## src/hdl/mrdf_pkg.sv

```systemverilog
// Shared types and constants for the mesh receive duplicate filter.
// Holds the table entry layout, verdict and drop reason codes, CSR indexes.
// No dependencies.
`timescale 1ns / 1ps

package mrdf_pkg;

   localparam int TableEntriesDefault = 16;

   localparam logic [15:0] BcastAddr = 16'hffff;

   localparam int CsrIndexW = 4;
   localparam int CsrDataW  = 16;

   localparam logic [CsrIndexW-1:0] CSR_OWN_ADDRESS = 4'd0;
   localparam logic [CsrIndexW-1:0] CSR_TTL_RELOAD  = 4'd1;

   localparam logic [15:0] OwnAddressReset = 16'h0000;
   localparam logic [7:0]  TtlReloadReset  = 8'd10;

   typedef enum logic [1:0] {
      VERDICT_NONE   = 2'd0,
      VERDICT_DROP   = 2'd1,
      VERDICT_ACCEPT = 2'd2,
      VERDICT_ROUTE  = 2'd3
   } verdict_type;

   typedef enum logic [2:0] {
      REASON_NONE      = 3'd0,
      REASON_OWN       = 3'd1,
      REASON_DUP       = 3'd2,
      REASON_FULL      = 3'd3,
      REASON_BCAST_ACK = 3'd4,
      REASON_NOT_ADDR  = 3'd5
   } reason_type;

   typedef struct packed {
      logic [15:0] source;
      logic [7:0]  sequence_num;
      logic [7:0]  lifetime;
   } entry_type;

endpackage

```

## src/hdl/mrdf_table.sv

```systemverilog
// Per-source record memory: one write port, one registered read port.
// Valid bits make a never-written entry read as free. Uses mrdf_pkg.
`timescale 1ns / 1ps

module mrdf_table #(
   parameter int TABLE_ENTRIES = mrdf_pkg::TableEntriesDefault,
   parameter int IdxW = (TABLE_ENTRIES > 1) ? $clog2(TABLE_ENTRIES) : 1
) (
   input  logic                clock,
   input  logic                reset,
   input  logic                rd_en,
   input  logic [IdxW-1:0]     rd_addr,
   output mrdf_pkg::entry_type rd_data,
   output logic                rd_live,
   input  logic                wr_en,
   input  logic [IdxW-1:0]     wr_addr,
   input  mrdf_pkg::entry_type wr_data
);
   import mrdf_pkg::*;

   entry_type               mem [TABLE_ENTRIES];
   logic [TABLE_ENTRIES-1:0] vld_ff;
   entry_type               rd_data_ff;
   logic                    rd_vld_ff;

   always_ff @(posedge clock) begin
      if (wr_en) begin
         mem[wr_addr] <= wr_data;
      end
      if (rd_en) begin
         rd_data_ff <= mem[rd_addr];
      end
   end

   always_ff @(posedge clock) begin
      if (reset) begin
         vld_ff    <= '0;
         rd_vld_ff <= 1'b0;
      end else begin
         if (wr_en) begin
            vld_ff[wr_addr] <= 1'b1;
         end
         if (rd_en) begin
            rd_vld_ff <= vld_ff[rd_addr];
         end
      end
   end

   assign rd_data = rd_data_ff;
   assign rd_live = rd_vld_ff && (rd_data_ff.lifetime != 8'd0);

endmodule

```

## src/hdl/mrdf_ctrl.sv

```systemverilog
// Sequencer: scans the record table one entry a cycle, ages or updates it,
// and forms the verdict. Holds the CSRs. Uses mrdf_pkg, drives mrdf_table.
`timescale 1ns / 1ps

module mrdf_ctrl #(
   parameter int TABLE_ENTRIES = mrdf_pkg::TableEntriesDefault,
   parameter int IdxW = (TABLE_ENTRIES > 1) ? $clog2(TABLE_ENTRIES) : 1
) (
   input  logic                              clock,
   input  logic                              reset,
   input  logic                              start,
   output logic                              busy,
   input  logic                              req_command,
   input  logic [15:0]                       req_source_address,
   input  logic [7:0]                        req_sequence_number,
   input  logic [15:0]                       req_network_destination,
   input  logic [15:0]                       req_link_destination,
   input  logic                              req_ack_requested,
   output logic                              rsp_valid,
   output logic [1:0]                        rsp_verdict,
   output logic [2:0]                        rsp_drop_reason,
   output logic                              rsp_rebroadcast,
   input  logic                              csr_valid,
   input  logic [mrdf_pkg::CsrIndexW-1:0]    csr_index,
   input  logic [mrdf_pkg::CsrDataW-1:0]     csr_data,
   output logic                              rd_en,
   output logic [IdxW-1:0]                   rd_addr,
   input  mrdf_pkg::entry_type               rd_data,
   input  logic                              rd_live,
   output logic                              wr_en,
   output logic [IdxW-1:0]                   wr_addr,
   output mrdf_pkg::entry_type               wr_data
);
   import mrdf_pkg::*;

   localparam logic [IdxW-1:0] LastIdx = IdxW'(TABLE_ENTRIES - 1);

   typedef enum logic [1:0] {
      ST_IDLE,
      ST_SCAN,
      ST_DECIDE
   } state_type;

   state_type   state_ff, state_in;
   logic [15:0] own_addr_ff, own_addr_in;
   logic [7:0]  ttl_ff, ttl_in;
   logic        cmd_ff, cmd_in;
   logic [15:0] src_ff, src_in;
   logic [7:0]  seq_ff, seq_in;
   logic [15:0] ndst_ff, ndst_in;
   logic [15:0] ldst_ff, ldst_in;
   logic        ack_ff, ack_in;
   logic [IdxW-1:0] idx_ff, idx_in;
   logic        issued_all_ff, issued_all_in;
   logic        pend_ff, pend_in;
   logic [IdxW-1:0] pend_idx_ff, pend_idx_in;
   logic        free_ff, free_in;
   logic [IdxW-1:0] free_idx_ff, free_idx_in;
   reason_type  tbl_reason_ff, tbl_reason_in;
   logic        rsp_valid_ff, rsp_valid_in;
   verdict_type verdict_ff, verdict_in;
   reason_type  reason_ff, reason_in;
   logic        rebro_ff, rebro_in;

   logic [7:0] seq_diff;
   logic       match;
   logic       is_new;
   logic       last;
   logic       free_now;
   logic [IdxW-1:0] free_idx_now;
   entry_type  new_entry;

   assign seq_diff  = seq_ff - rd_data.sequence_num;
   assign is_new    = (seq_diff != 8'd0) && !seq_diff[7];
   assign match     = pend_ff && rd_live && (rd_data.source == src_ff);
   assign last      = pend_ff && (pend_idx_ff == LastIdx);
   assign new_entry = '{source: src_ff, sequence_num: seq_ff, lifetime: ttl_ff};
   // the entry seen this cycle counts as the highest free one so far
   assign free_now     = free_ff || (pend_ff && !rd_live);
   assign free_idx_now = (pend_ff && !rd_live) ? pend_idx_ff : free_idx_ff;

   always_comb begin
      state_in      = state_ff;
      own_addr_in   = own_addr_ff;
      ttl_in        = ttl_ff;
      cmd_in        = cmd_ff;
      src_in        = src_ff;
      seq_in        = seq_ff;
      ndst_in       = ndst_ff;
      ldst_in       = ldst_ff;
      ack_in        = ack_ff;
      idx_in        = idx_ff;
      issued_all_in = issued_all_ff;
      pend_in       = 1'b0;
      pend_idx_in   = pend_idx_ff;
      free_in       = free_ff;
      free_idx_in   = free_idx_ff;
      tbl_reason_in = tbl_reason_ff;
      rsp_valid_in  = 1'b0;
      verdict_in    = verdict_ff;
      reason_in     = reason_ff;
      rebro_in      = rebro_ff;
      rd_en         = 1'b0;
      rd_addr       = idx_ff;
      wr_en         = 1'b0;
      wr_addr       = pend_idx_ff;
      wr_data       = rd_data;

      if (csr_valid) begin
         unique case (csr_index)
            CSR_OWN_ADDRESS: own_addr_in = csr_data[15:0];
            CSR_TTL_RELOAD:  ttl_in      = csr_data[7:0];
            default: ;
         endcase
      end

      unique case (state_ff)
         ST_IDLE: begin
            if (start) begin
               cmd_in        = req_command;
               src_in        = req_source_address;
               seq_in        = req_sequence_number;
               ndst_in       = req_network_destination;
               ldst_in       = req_link_destination;
               ack_in        = req_ack_requested;
               idx_in        = '0;
               issued_all_in = 1'b0;
               free_in       = 1'b0;
               if (!req_command && (req_source_address == own_addr_ff)) begin
                  rsp_valid_in = 1'b1;
                  verdict_in   = VERDICT_DROP;
                  reason_in    = REASON_OWN;
                  rebro_in     = 1'b0;
               end else begin
                  state_in = ST_SCAN;
               end
            end
         end

         ST_SCAN: begin
            // issue one read a cycle, process its data the cycle after
            if (!issued_all_ff) begin
               rd_en       = 1'b1;
               pend_in     = 1'b1;
               pend_idx_in = idx_ff;
               if (idx_ff == LastIdx) begin
                  issued_all_in = 1'b1;
               end else begin
                  idx_in = idx_ff + 1'b1;
               end
            end

            if (cmd_ff) begin
               if (pend_ff && rd_live) begin
                  wr_en            = 1'b1;
                  wr_data.lifetime = rd_data.lifetime - 8'd1;
               end
               if (last) begin
                  rsp_valid_in = 1'b1;
                  verdict_in   = VERDICT_NONE;
                  reason_in    = REASON_NONE;
                  rebro_in     = 1'b0;
                  state_in     = ST_IDLE;
               end
            end else if (match) begin
               if (is_new) begin
                  wr_en         = 1'b1;
                  wr_data       = new_entry;
                  tbl_reason_in = REASON_NONE;
               end else begin
                  tbl_reason_in = REASON_DUP;
               end
               state_in = ST_DECIDE;
            end else begin
               free_in     = free_now;
               free_idx_in = free_idx_now;
               if (last) begin
                  if (free_now) begin
                     wr_en         = 1'b1;
                     wr_addr       = free_idx_now;
                     wr_data       = new_entry;
                     tbl_reason_in = REASON_NONE;
                  end else begin
                     tbl_reason_in = REASON_FULL;
                  end
                  state_in = ST_DECIDE;
               end
            end
         end

         ST_DECIDE: begin
            rsp_valid_in = 1'b1;
            rebro_in     = 1'b0;
            reason_in    = REASON_NONE;
            state_in     = ST_IDLE;
            if (tbl_reason_ff != REASON_NONE) begin
               verdict_in = VERDICT_DROP;
               reason_in  = tbl_reason_ff;
            end else if ((ndst_ff == BcastAddr) && ack_ff) begin
               verdict_in = VERDICT_DROP;
               reason_in  = REASON_BCAST_ACK;
            end else begin
               rebro_in = (ldst_ff == BcastAddr) && (ndst_ff != own_addr_ff);
               if ((ndst_ff == own_addr_ff) || (ndst_ff == BcastAddr)) begin
                  verdict_in = VERDICT_ACCEPT;
               end else if (ldst_ff == own_addr_ff) begin
                  verdict_in = VERDICT_ROUTE;
               end else begin
                  verdict_in = VERDICT_DROP;
                  reason_in  = REASON_NOT_ADDR;
               end
            end
         end

         default: state_in = ST_IDLE;
      endcase
   end

   always_ff @(posedge clock) begin
      if (reset) begin
         state_ff     <= ST_IDLE;
         own_addr_ff  <= OwnAddressReset;
         ttl_ff       <= TtlReloadReset;
         pend_ff      <= 1'b0;
         rsp_valid_ff <= 1'b0;
      end else begin
         state_ff      <= state_in;
         own_addr_ff   <= own_addr_in;
         ttl_ff        <= ttl_in;
         pend_ff       <= pend_in;
         rsp_valid_ff  <= rsp_valid_in;
         cmd_ff        <= cmd_in;
         src_ff        <= src_in;
         seq_ff        <= seq_in;
         ndst_ff       <= ndst_in;
         ldst_ff       <= ldst_in;
         ack_ff        <= ack_in;
         idx_ff        <= idx_in;
         issued_all_ff <= issued_all_in;
         pend_idx_ff   <= pend_idx_in;
         free_ff       <= free_in;
         free_idx_ff   <= free_idx_in;
         tbl_reason_ff <= tbl_reason_in;
         verdict_ff    <= verdict_in;
         reason_ff     <= reason_in;
         rebro_ff      <= rebro_in;
      end
   end

   assign busy            = (state_ff != ST_IDLE);
   assign rsp_valid       = rsp_valid_ff;
   assign rsp_verdict     = verdict_ff;
   assign rsp_drop_reason = reason_ff;
   assign rsp_rebroadcast = rebro_ff;

endmodule

```

## src/hdl/mesh_rx_duplicate_filter_unit.sv

```systemverilog
// Mesh receive duplicate filter, top level.
// Instantiates mrdf_ctrl and mrdf_table; uses mrdf_pkg.
//
// Usage:
//   Request: drive req_* and raise start; the item transfers at a clock edge
//   with start high and busy low. req_command 0 is a frame header, 1 an
//   aging tick.
//   Response: one result per item, shown on rsp_* for exactly one cycle while
//   rsp_valid is high. The receiver cannot stall, so it must take it then.
//   CSR: csr_valid/csr_ready write channel, index 0 own_address, index 1
//   ttl_reload; other indexes are ignored. csr_ready is always high; write
//   only while busy is low and no response is outstanding.
// Sequencing:
//   A frame from this node's own address answers in the cycle after transfer.
//   Every other item scans the record memory one entry per cycle through its
//   single registered read port; a tick answers at the end of the scan and a
//   frame adds a decision state, reached early when a live record matches.
//   Busy is low again in the cycle the response shows, so the next item can
//   follow at once.
// Reset:
//   Synchronous, active high. CSRs take their reset values and per-entry
//   valid bits clear, so every record is free; no clearing pass.
`timescale 1ns / 1ps

module mesh_rx_duplicate_filter_unit #(
   parameter int TABLE_ENTRIES = mrdf_pkg::TableEntriesDefault
) (
   input  logic                           clock,
   input  logic                           reset,
   input  logic                           start,
   output logic                           busy,
   input  logic                           req_command,
   input  logic [15:0]                    req_source_address,
   input  logic [7:0]                     req_sequence_number,
   input  logic [15:0]                    req_network_destination,
   input  logic [15:0]                    req_link_destination,
   input  logic                           req_ack_requested,
   output logic                           rsp_valid,
   output logic [1:0]                     rsp_verdict,
   output logic [2:0]                     rsp_drop_reason,
   output logic                           rsp_rebroadcast,
   input  logic                           csr_valid,
   output logic                           csr_ready,
   input  logic [mrdf_pkg::CsrIndexW-1:0] csr_index,
   input  logic [mrdf_pkg::CsrDataW-1:0]  csr_data
);
   import mrdf_pkg::*;

   localparam int IdxW = (TABLE_ENTRIES > 1) ? $clog2(TABLE_ENTRIES) : 1;

   logic            rd_en;
   logic [IdxW-1:0] rd_addr;
   entry_type       rd_data;
   logic            rd_live;
   logic            wr_en;
   logic [IdxW-1:0] wr_addr;
   entry_type       wr_data;

   // CSR writes must arrive only while idle (the user's duty, not enforced here); accept them unconditionally
   assign csr_ready = 1'b1;

   mrdf_ctrl #(
      .TABLE_ENTRIES(TABLE_ENTRIES),
      .IdxW(IdxW)
   ) u_ctrl (
      .clock,
      .reset,
      .start,
      .busy,
      .req_command,
      .req_source_address,
      .req_sequence_number,
      .req_network_destination,
      .req_link_destination,
      .req_ack_requested,
      .rsp_valid,
      .rsp_verdict,
      .rsp_drop_reason,
      .rsp_rebroadcast,
      .csr_valid,
      .csr_index,
      .csr_data,
      .rd_en,
      .rd_addr,
      .rd_data,
      .rd_live,
      .wr_en,
      .wr_addr,
      .wr_data
   );

   mrdf_table #(
      .TABLE_ENTRIES(TABLE_ENTRIES),
      .IdxW(IdxW)
   ) u_table (
      .clock,
      .reset,
      .rd_en,
      .rd_addr,
      .rd_data,
      .rd_live,
      .wr_en,
      .wr_addr,
      .wr_data
   );

endmodule

```

## config.mk

```make
export PLATFORM = sky130hd
export DESIGN_NAME = mesh_rx_duplicate_filter_unit
export DESIGN_NICKNAME = d
export VERILOG_FILES = /design/src/hdl/mrdf_pkg.sv /design/src/hdl/mrdf_table.sv /design/src/hdl/mrdf_ctrl.sv /design/src/hdl/mesh_rx_duplicate_filter_unit.sv
export SDC_FILE = /design/constraint.sdc
export NUM_CORES = 1
export LEC_CHECK = 0
export BUFFER_PORTS_ARGS = -buffer_cell sky130_fd_sc_hd__buf_2
export CORE_MARGIN = 2
export CORE_UTILIZATION = 56
export CTS_BUF_LIST = sky130_fd_sc_hd__clkbuf_8
export CTS_CLUSTER_SIZE = 40
export DETAILED_ROUTE_END_ITERATION = 12
export HOLD_SLACK_MARGIN = 0.1
export PLACE_DENSITY = 0.7
export SYNTH_ARGS = -nofsm -noshare
export SYNTH_HDL_FRONTEND = slang
export SYNTH_SLANG_ARGS = --single-unit
```

## constraint.sdc

```tcl
create_clock -name clock -period 5.4 [get_ports clock]
set_input_delay 0.54 -clock clock [delete_from_list [all_inputs] [get_ports clock]]
set_output_delay 0.54 -clock clock [all_outputs]
set_load 0.02 [all_outputs]
```

# ---- Word level (Yosys, flattened, before mapping)
# Memories as Yosys holds them, arrays and structs flattened. A register that Yosys moved wholly into a read port is not among the register bits.
# Cells that the tools add are included.
dict set report op_classes {
  reduce_logical 35
  n_lt_le_gt_ge 3
  n_bitwise 5
  addsub 3
  n_eq_ne 23
  mux 80
}
# op count
set ops {}
lappend ops {{$mux W32} 5}
lappend ops {{$eq A16 B16 Y1} 4}
lappend ops {{$mux W4} 9}
lappend ops {{$eq A16 B16 Y1 const B} 2}
lappend ops {{$mux W2} 15}
lappend ops {{$mux W3} 10}
lappend ops {{$mux W1} 28}
lappend ops {{$mux W24} 1}
lappend ops {{$mux W8} 2}
lappend ops {{$ne A16 B16 Y1} 1}
lappend ops {{$or A16 B16 Y16} 1}
lappend ops {{$reduce_bool A8 Y1} 2}
lappend ops {{$ne A2 B2 Y1 const B} 6}
lappend ops {{$reduce_and A4 Y1} 3}
lappend ops {{$logic_and A1 B1 Y1} 10}
lappend ops {{$lt A4 B5 Y1 const B} 2}
lappend ops {{$reduce_and A5 Y1} 2}
lappend ops {{$pmux W3 S3} 1}
lappend ops {{$reduce_and A3 Y1} 3}
lappend ops {{$eq A4 B4 Y1 const B} 2}
lappend ops {{$pmux W4 S2} 1}
lappend ops {{$sub A8 B1 Y8 const B} 1}
lappend ops {{$sub A8 B8 Y8} 1}
lappend ops {{$ne A2 B1 Y1 const B} 3}
lappend ops {{22 further kinds} 34}
dict set report totals {
  input_bits 82
  register_bits 126
  mem_bits_rw 512
  elab_cells 172
  memories 1
}
# name words word_bits read_ports rd_clocked_by_memory_dff write_ports line_no
set mem_list {}
lappend mem_list {u_table.mem 16 32 1 1 1 mrdf_table.sv:21} ;# entry_type mem [TABLE_ENTRIES];

# ---- Longest topological paths before layout
dict set report logic_depth {
  word_depth 15
  ltp_mapped 12
  depth_no_buf 10
}

# ---- Modules after synthesis
# Synthesis repeated with hierarchy kept, for this count alone.
dict set report unflattened {
  hier_cells 1359
  area_unflattened_um2 26675.6
}
# module seq_area_each_um2 cells_each instances area_per_inst_um2
set by_module_without_submodules {}
lappend by_module_without_submodules {mrdf_table 16676.0 836 1 20931.3}
lappend by_module_without_submodules {mrdf_ctrl 2962.8 521 1 5733.0}
lappend by_module_without_submodules {mesh_rx_duplicate_filter_unit 0.0 2 1 11.3}

# ---- Worst setup path before layout
# OpenSTA, ideal clock, no wires.
dict set report synth_path {
  kind {register to register}
  startpoint {reg u_table.rd_data[1] (netlist name)}
  endpoint {mem u_table.mem[2][0] (netlist bit), enable pin}
  t_required_ns 4.939
  n_path_buf 2
  setup_time_ns 0.461
  arrival_time_ns 4.525
  slack_ns 0.414
  stages_incl_launch_ff 11
  path_cell_list {edfxtp_1 > inv_1 > ha_1 > or3b_2 > o21ai_4 > nor2_2 > a211oi_4 > buf_2 > nor3_1 > buf_6 > nor3_1}
}
dict set report synth_via {
  elab_chain_cells 12
  elab_cells_between_ends 21
}
# element line_no
set synth_lines {}
lappend synth_lines {{$reduce_bool A8 Y1 *} mrdf_table.sv:50} ;# assign rd_live = rd_vld_ff && (rd_data_ff.lifetime != 8'd0);
lappend synth_lines {{$logic_and A1 B1 Y1 *} mrdf_table.sv:50}
lappend synth_lines {{$logic_not A1 Y1} {mrdf_ctrl.sv:79, mrdf_ctrl.sv:80}}
lappend synth_lines {{$logic_and A1 B1 Y1} {mrdf_ctrl.sv:79, mrdf_ctrl.sv:80}}
lappend synth_lines {{$logic_or A1 B1 Y1} mrdf_ctrl.sv:79} ;# assign free_now = free_ff || (pend_ff && !rd_live);
lappend synth_lines {{$mux W1} mrdf_ctrl.sv:178} ;# if (free_now) begin
lappend synth_lines {{$mux W1} mrdf_ctrl.sv:177} ;# if (last) begin
lappend synth_lines {{$mux W1} mrdf_ctrl.sv:165} ;# end else if (match) begin
lappend synth_lines {{$mux W1} mrdf_ctrl.sv:153} ;# if (cmd_ff) begin
lappend synth_lines {{$mux W1} mrdf_ctrl.sv:117} ;# unique case (state_ff)
lappend synth_lines {{$mux W1} mrdf_table.sv:27} ;# if (wr_en) begin
lappend synth_lines {{$mux W1 (not written as such)} mrdf_table.sv:28} ;# mem[wr_addr] <= wr_data;
lappend synth_lines {{to (decl)} mrdf_table.sv:21}
# Every way passes the cells marked *; elsewhere a longest branch is shown, timed or not.

# ---- Final worst setup path
dict set report layout_path {
  startpoint {reg u_ctrl.state_ff[1]}
  endpoint {mem u_table.mem[9][29] (netlist bit), enable pin}
}
dict set report layout_via {
  elab_chain_cells 4
  elab_cells_between_ends 5
}
# element line_no
set layout_lines {}
lappend layout_lines {{from (decl)} mrdf_ctrl.sv:44} ;# state_type state_ff, state_in;
lappend layout_lines {{from (signal assigned)} mrdf_ctrl.sv:227} ;# state_ff <= state_in;
lappend layout_lines {{$eq A2 B1 Y1 *} mrdf_ctrl.sv:117}
lappend layout_lines {{$mux W1} mrdf_ctrl.sv:117}
lappend layout_lines {{$mux W1} mrdf_table.sv:27}
lappend layout_lines {{$mux W1 (not written as such)} mrdf_table.sv:28}
# Marks and branches as above.

==> qor.yml <==
drc: 0
period_needed_ns: 4.40
port_buffers: 89
grt_use_met2: 0.405
hold_class: "input port to flip-flop"
rsz0062_at_grt: "no"
post_cts_buffers: 0
r2r_cells: 10
worst_pin_slew_ns: 1.17
setup_viol: 0
hold_slack_ns: 0.143
grt_pass1_wl_mm: 89.7
register_area_um2: 19600
rrSetupSlack_ns: 1.0
max_freq_mhz: 227
critPathCaptureType: "flip-flop"
dieArea_um2: 49600
avgSynthCellArea_um2: 19.8
startpoint_type: "flip-flop"
status: "finished clean"
antenna_found_initial: 0
io_pins: 91
grt_pass1_vias: 14600
synth_cell_types: 81
path_buf_inv: 2
totalWireLength_mm: 58.7
gr-usage-met3: 0.0440
cts_tree: "yes"
crit_arrival_ns: 4.70
wl_per_cell_um: 25.8
fin_area_um2: 30800
synth_edf_count: 624
vias_per_cell: 6.08
synth_top_area_frac: 0.699
cts_root_buf: "clkbuf_8"
dpl_cell_area_um2: 28200
gp_congestion: 0.926
finalCritPeriodShare: 0.815
ys_ff_latch: 669
synthToLayoutAreaGrowth_pct: 15.0
ant_nets: 0
cts_resized: 0
p_leak_nw: 10.1
whs_path_depth: 3
reg2reg_from: "u_ctrl.state_ff[1]"
drive_above_1_share: 0.287
num_rows: 80
grt-ovfl-total: 0
ys_seq_area_frac: 0.733
cts-buffers-inserted: 102
grt_busiest_layer: "met2"
finalMaxSlewViolations: 0
path_delay_family: "simple AND/OR/NAND/NOR gates"
r2r-end: "u_table.mem[9][29]"
fill_cells: 3178
clock_sinks: 669
synth.largest_area_cell: "edfxtp_1"
yosys_warnings: 0
drtIter0Drc: 1257
core_region_area_um2: 47400
ys_top_cells_by_area: "edfxtp_1 (70%), mux4_2 (14%), dfxtp_1 (3.4%), xor2_1 (1.2%), xnor2_1 (1.2%)"
cts_buffer_depth: 3
cp.required_ns: 5.70
start_util: 0.565
vias: 13900
synth.net_count: 1446
async_flop_share: 0
synth-main-ff-cell: "edfxtp_1"
max-vdd-ir-drop_mv: 0.178
hp-start: "csr_data[6]"
htreeDepth: 3
critPathKind: "flip-flop to flip-flop"
num_antenna_cells: 0
p_per_area_nw_per_um2: 361
multi_input_area_um2: 6910
skew_ns: 0.0269
clk_latency_ns: 0.68
cp_cell_sequence: "inv_1 > ha_1 > nor2b_1 > and3_1 > nand2_1 > or3_1 > o21ai_1 > o21ai_0 > nor4b_4 > buf_4"
tns_ns: 0
slowest_delay_ns: 0.61
final_core_util: 0.649
finalNonFillerCells: 2280
met1_usage: 0.334
first_pass_iters: 6
path_clk_slew_ns: 0.06
max_cap_violations: 0
die_width_um: 223
hold_viol: 0
max_slew_margin: 0.212
crit_path_top_delay_cell: "ha_1"
dp.cells: 2029
fin_nets: 1681
min_to: "u_ctrl.own_addr_ff[6]"
grt_usage: 0.246
grt_max_degree: 136
syn-cell-area_um2: 26800
dieHeight_um: 223
dpl.hpwl_mm: 33.0
crit_fanout: 32
netlist_instances: 1350
==> layout by cell type (no fill, tap or decap), types with 10 or more instances in the layout <==
| cell type | n |
|---|---|
| a21oi_1 | 31 |
| buf_2 | 89 |
| buf_4 | 26 |
| clkbuf_8 | 106 |
| clkinv_1 | 34 |
| clkinv_2 | 12 |
| dfxtp_1 | 45 |
| dlygate4sd3_1 | 67 |
| edfxtp_1 | 624 |
| ha_1 | 13 |
| inv_1 | 51 |
| mux2_2 | 24 |
| mux2i_1 | 11 |
| mux4_2 | 165 |
| nand2_1 | 65 |
| nand4_1 | 18 |
| nor2_1 | 27 |
| nor3_1 | 10 |
| nor4_1 | 12 |
| xnor2_1 | 36 |
| xor2_1 | 37 |
==> stage by stage <==
step / setup slack [ns] / total power, W
CTS: 0.996 / 0.0112
floorplan: 0.414 / 0.00692
global placement: 1.18 / 0.00726
global route: 0.484 / 0.0115
finish: 0.998 / 0.0111
detailed placement: 1.05 / 0.00729
==> routing by layer <==
layer,part of all wire,up-vias
met2,0.50,555
met5,0,-
met3,0.063,101
li1,-,6022
met1,0.41,7184
met4,0.025,0
==> synth_stat cells, types with 14 or more instances <==
master / count
mux4_2: 165
nor3_1: 14
nor2_1: 35
nand2_1: 65
dfxtp_1: 45
xor2_1: 37
nand4_1: 18
xnor2_1: 36
clkbuf_1: 32
mux2_2: 24
edfxtp_1: 624
buf_1: 19
inv_1: 32
a21oi_1: 31
==> sequential cells by signal, indices dropped and copies added, names as in the netlist <==
register                cells
u_table.mem               512
u_table.rd_data            32
u_ctrl.ldst_ff             16
u_ctrl.ndst_ff             16
u_ctrl.own_addr_ff         16
u_ctrl.src_ff              16
u_table.vld_ff             16
u_ctrl.seq_ff               8
u_ctrl.ttl_ff               8
u_ctrl.free_idx_ff          4
u_ctrl.pend_idx_ff          4
u_ctrl.rd_addr              4
u_ctrl.rsp_drop_reason      3
u_ctrl.rsp_verdict          2
u_ctrl.state_ff             2
u_ctrl.tbl_reason_ff        2
u_ctrl.ack_ff               1
u_ctrl.cmd_ff               1
u_ctrl.free_ff              1
u_ctrl.issued_all_ff        1
u_ctrl.pend_ff              1
u_ctrl.rsp_rebroadcast      1
u_ctrl.rsp_valid            1
u_table.rd_vld_ff           1
==> cells by family (layout without fill, tap and decap cells) <==
family                     after synthesis  in the layout  synth area share
other                                    1              1          0.000140
adders and majority gates               14             14           0.00682
AOI/OAI and AO/OA                      103            103            0.0300
buffers and inverters                   91            406            0.0138
xor gates and xnor gates                73             73            0.0239
DFF                                    669            669             0.733
and+or+nand+nor                        195            195            0.0378
muxes                                  204            204             0.155
==> worst reg2reg max path, delay by kind of cell, from the launching register on <==
family          cells  cell delay, ns
simple gates        5            1.57
compound gates      2            0.87
buf+inv             2            0.63
fa+ha+maj           1            0.61
flops               1            0.33
==> worst max-delay path by stage <==
stage                       startpoint             endpoint  cells past startpoint
floorplan           u_table.rd_data[1]    u_table.mem[2][0]                     10
global placement    u_ctrl.state_ff[1]  u_table.mem[12][26]                     10
detailed placement  u_ctrl.state_ff[1]  u_table.mem[12][25]                     10
CTS                 u_ctrl.state_ff[1]  u_table.mem[12][30]                     10
global route        u_ctrl.state_ff[1]   u_table.mem[9][24]                     10
finish              u_ctrl.state_ff[1]   u_table.mem[9][29]                     10
==> timing repair <==
item                       CTS  global route
hold endpoints to repair    72             0
hold buffers                67             0
setup endpoints to repair    0             0
==> final cells by class <==
type,instances,area share
Sequential cell,669,0.638
Multi-Input combinational cell,590,0.224
Timing Repair Buffer,190,0.0478
Clock buffer,106,0.0474
Tap cell,615,0.0250
Clock inverter,78,0.0141
Inverter,32,0.00390
==> power by group <==
part           switching, W  internal [W]
clock               0.00188       0.00201
sequential        0.0000790       0.00594
combinational      0.000679      0.000521
Power figures use the tool's default switching activity.
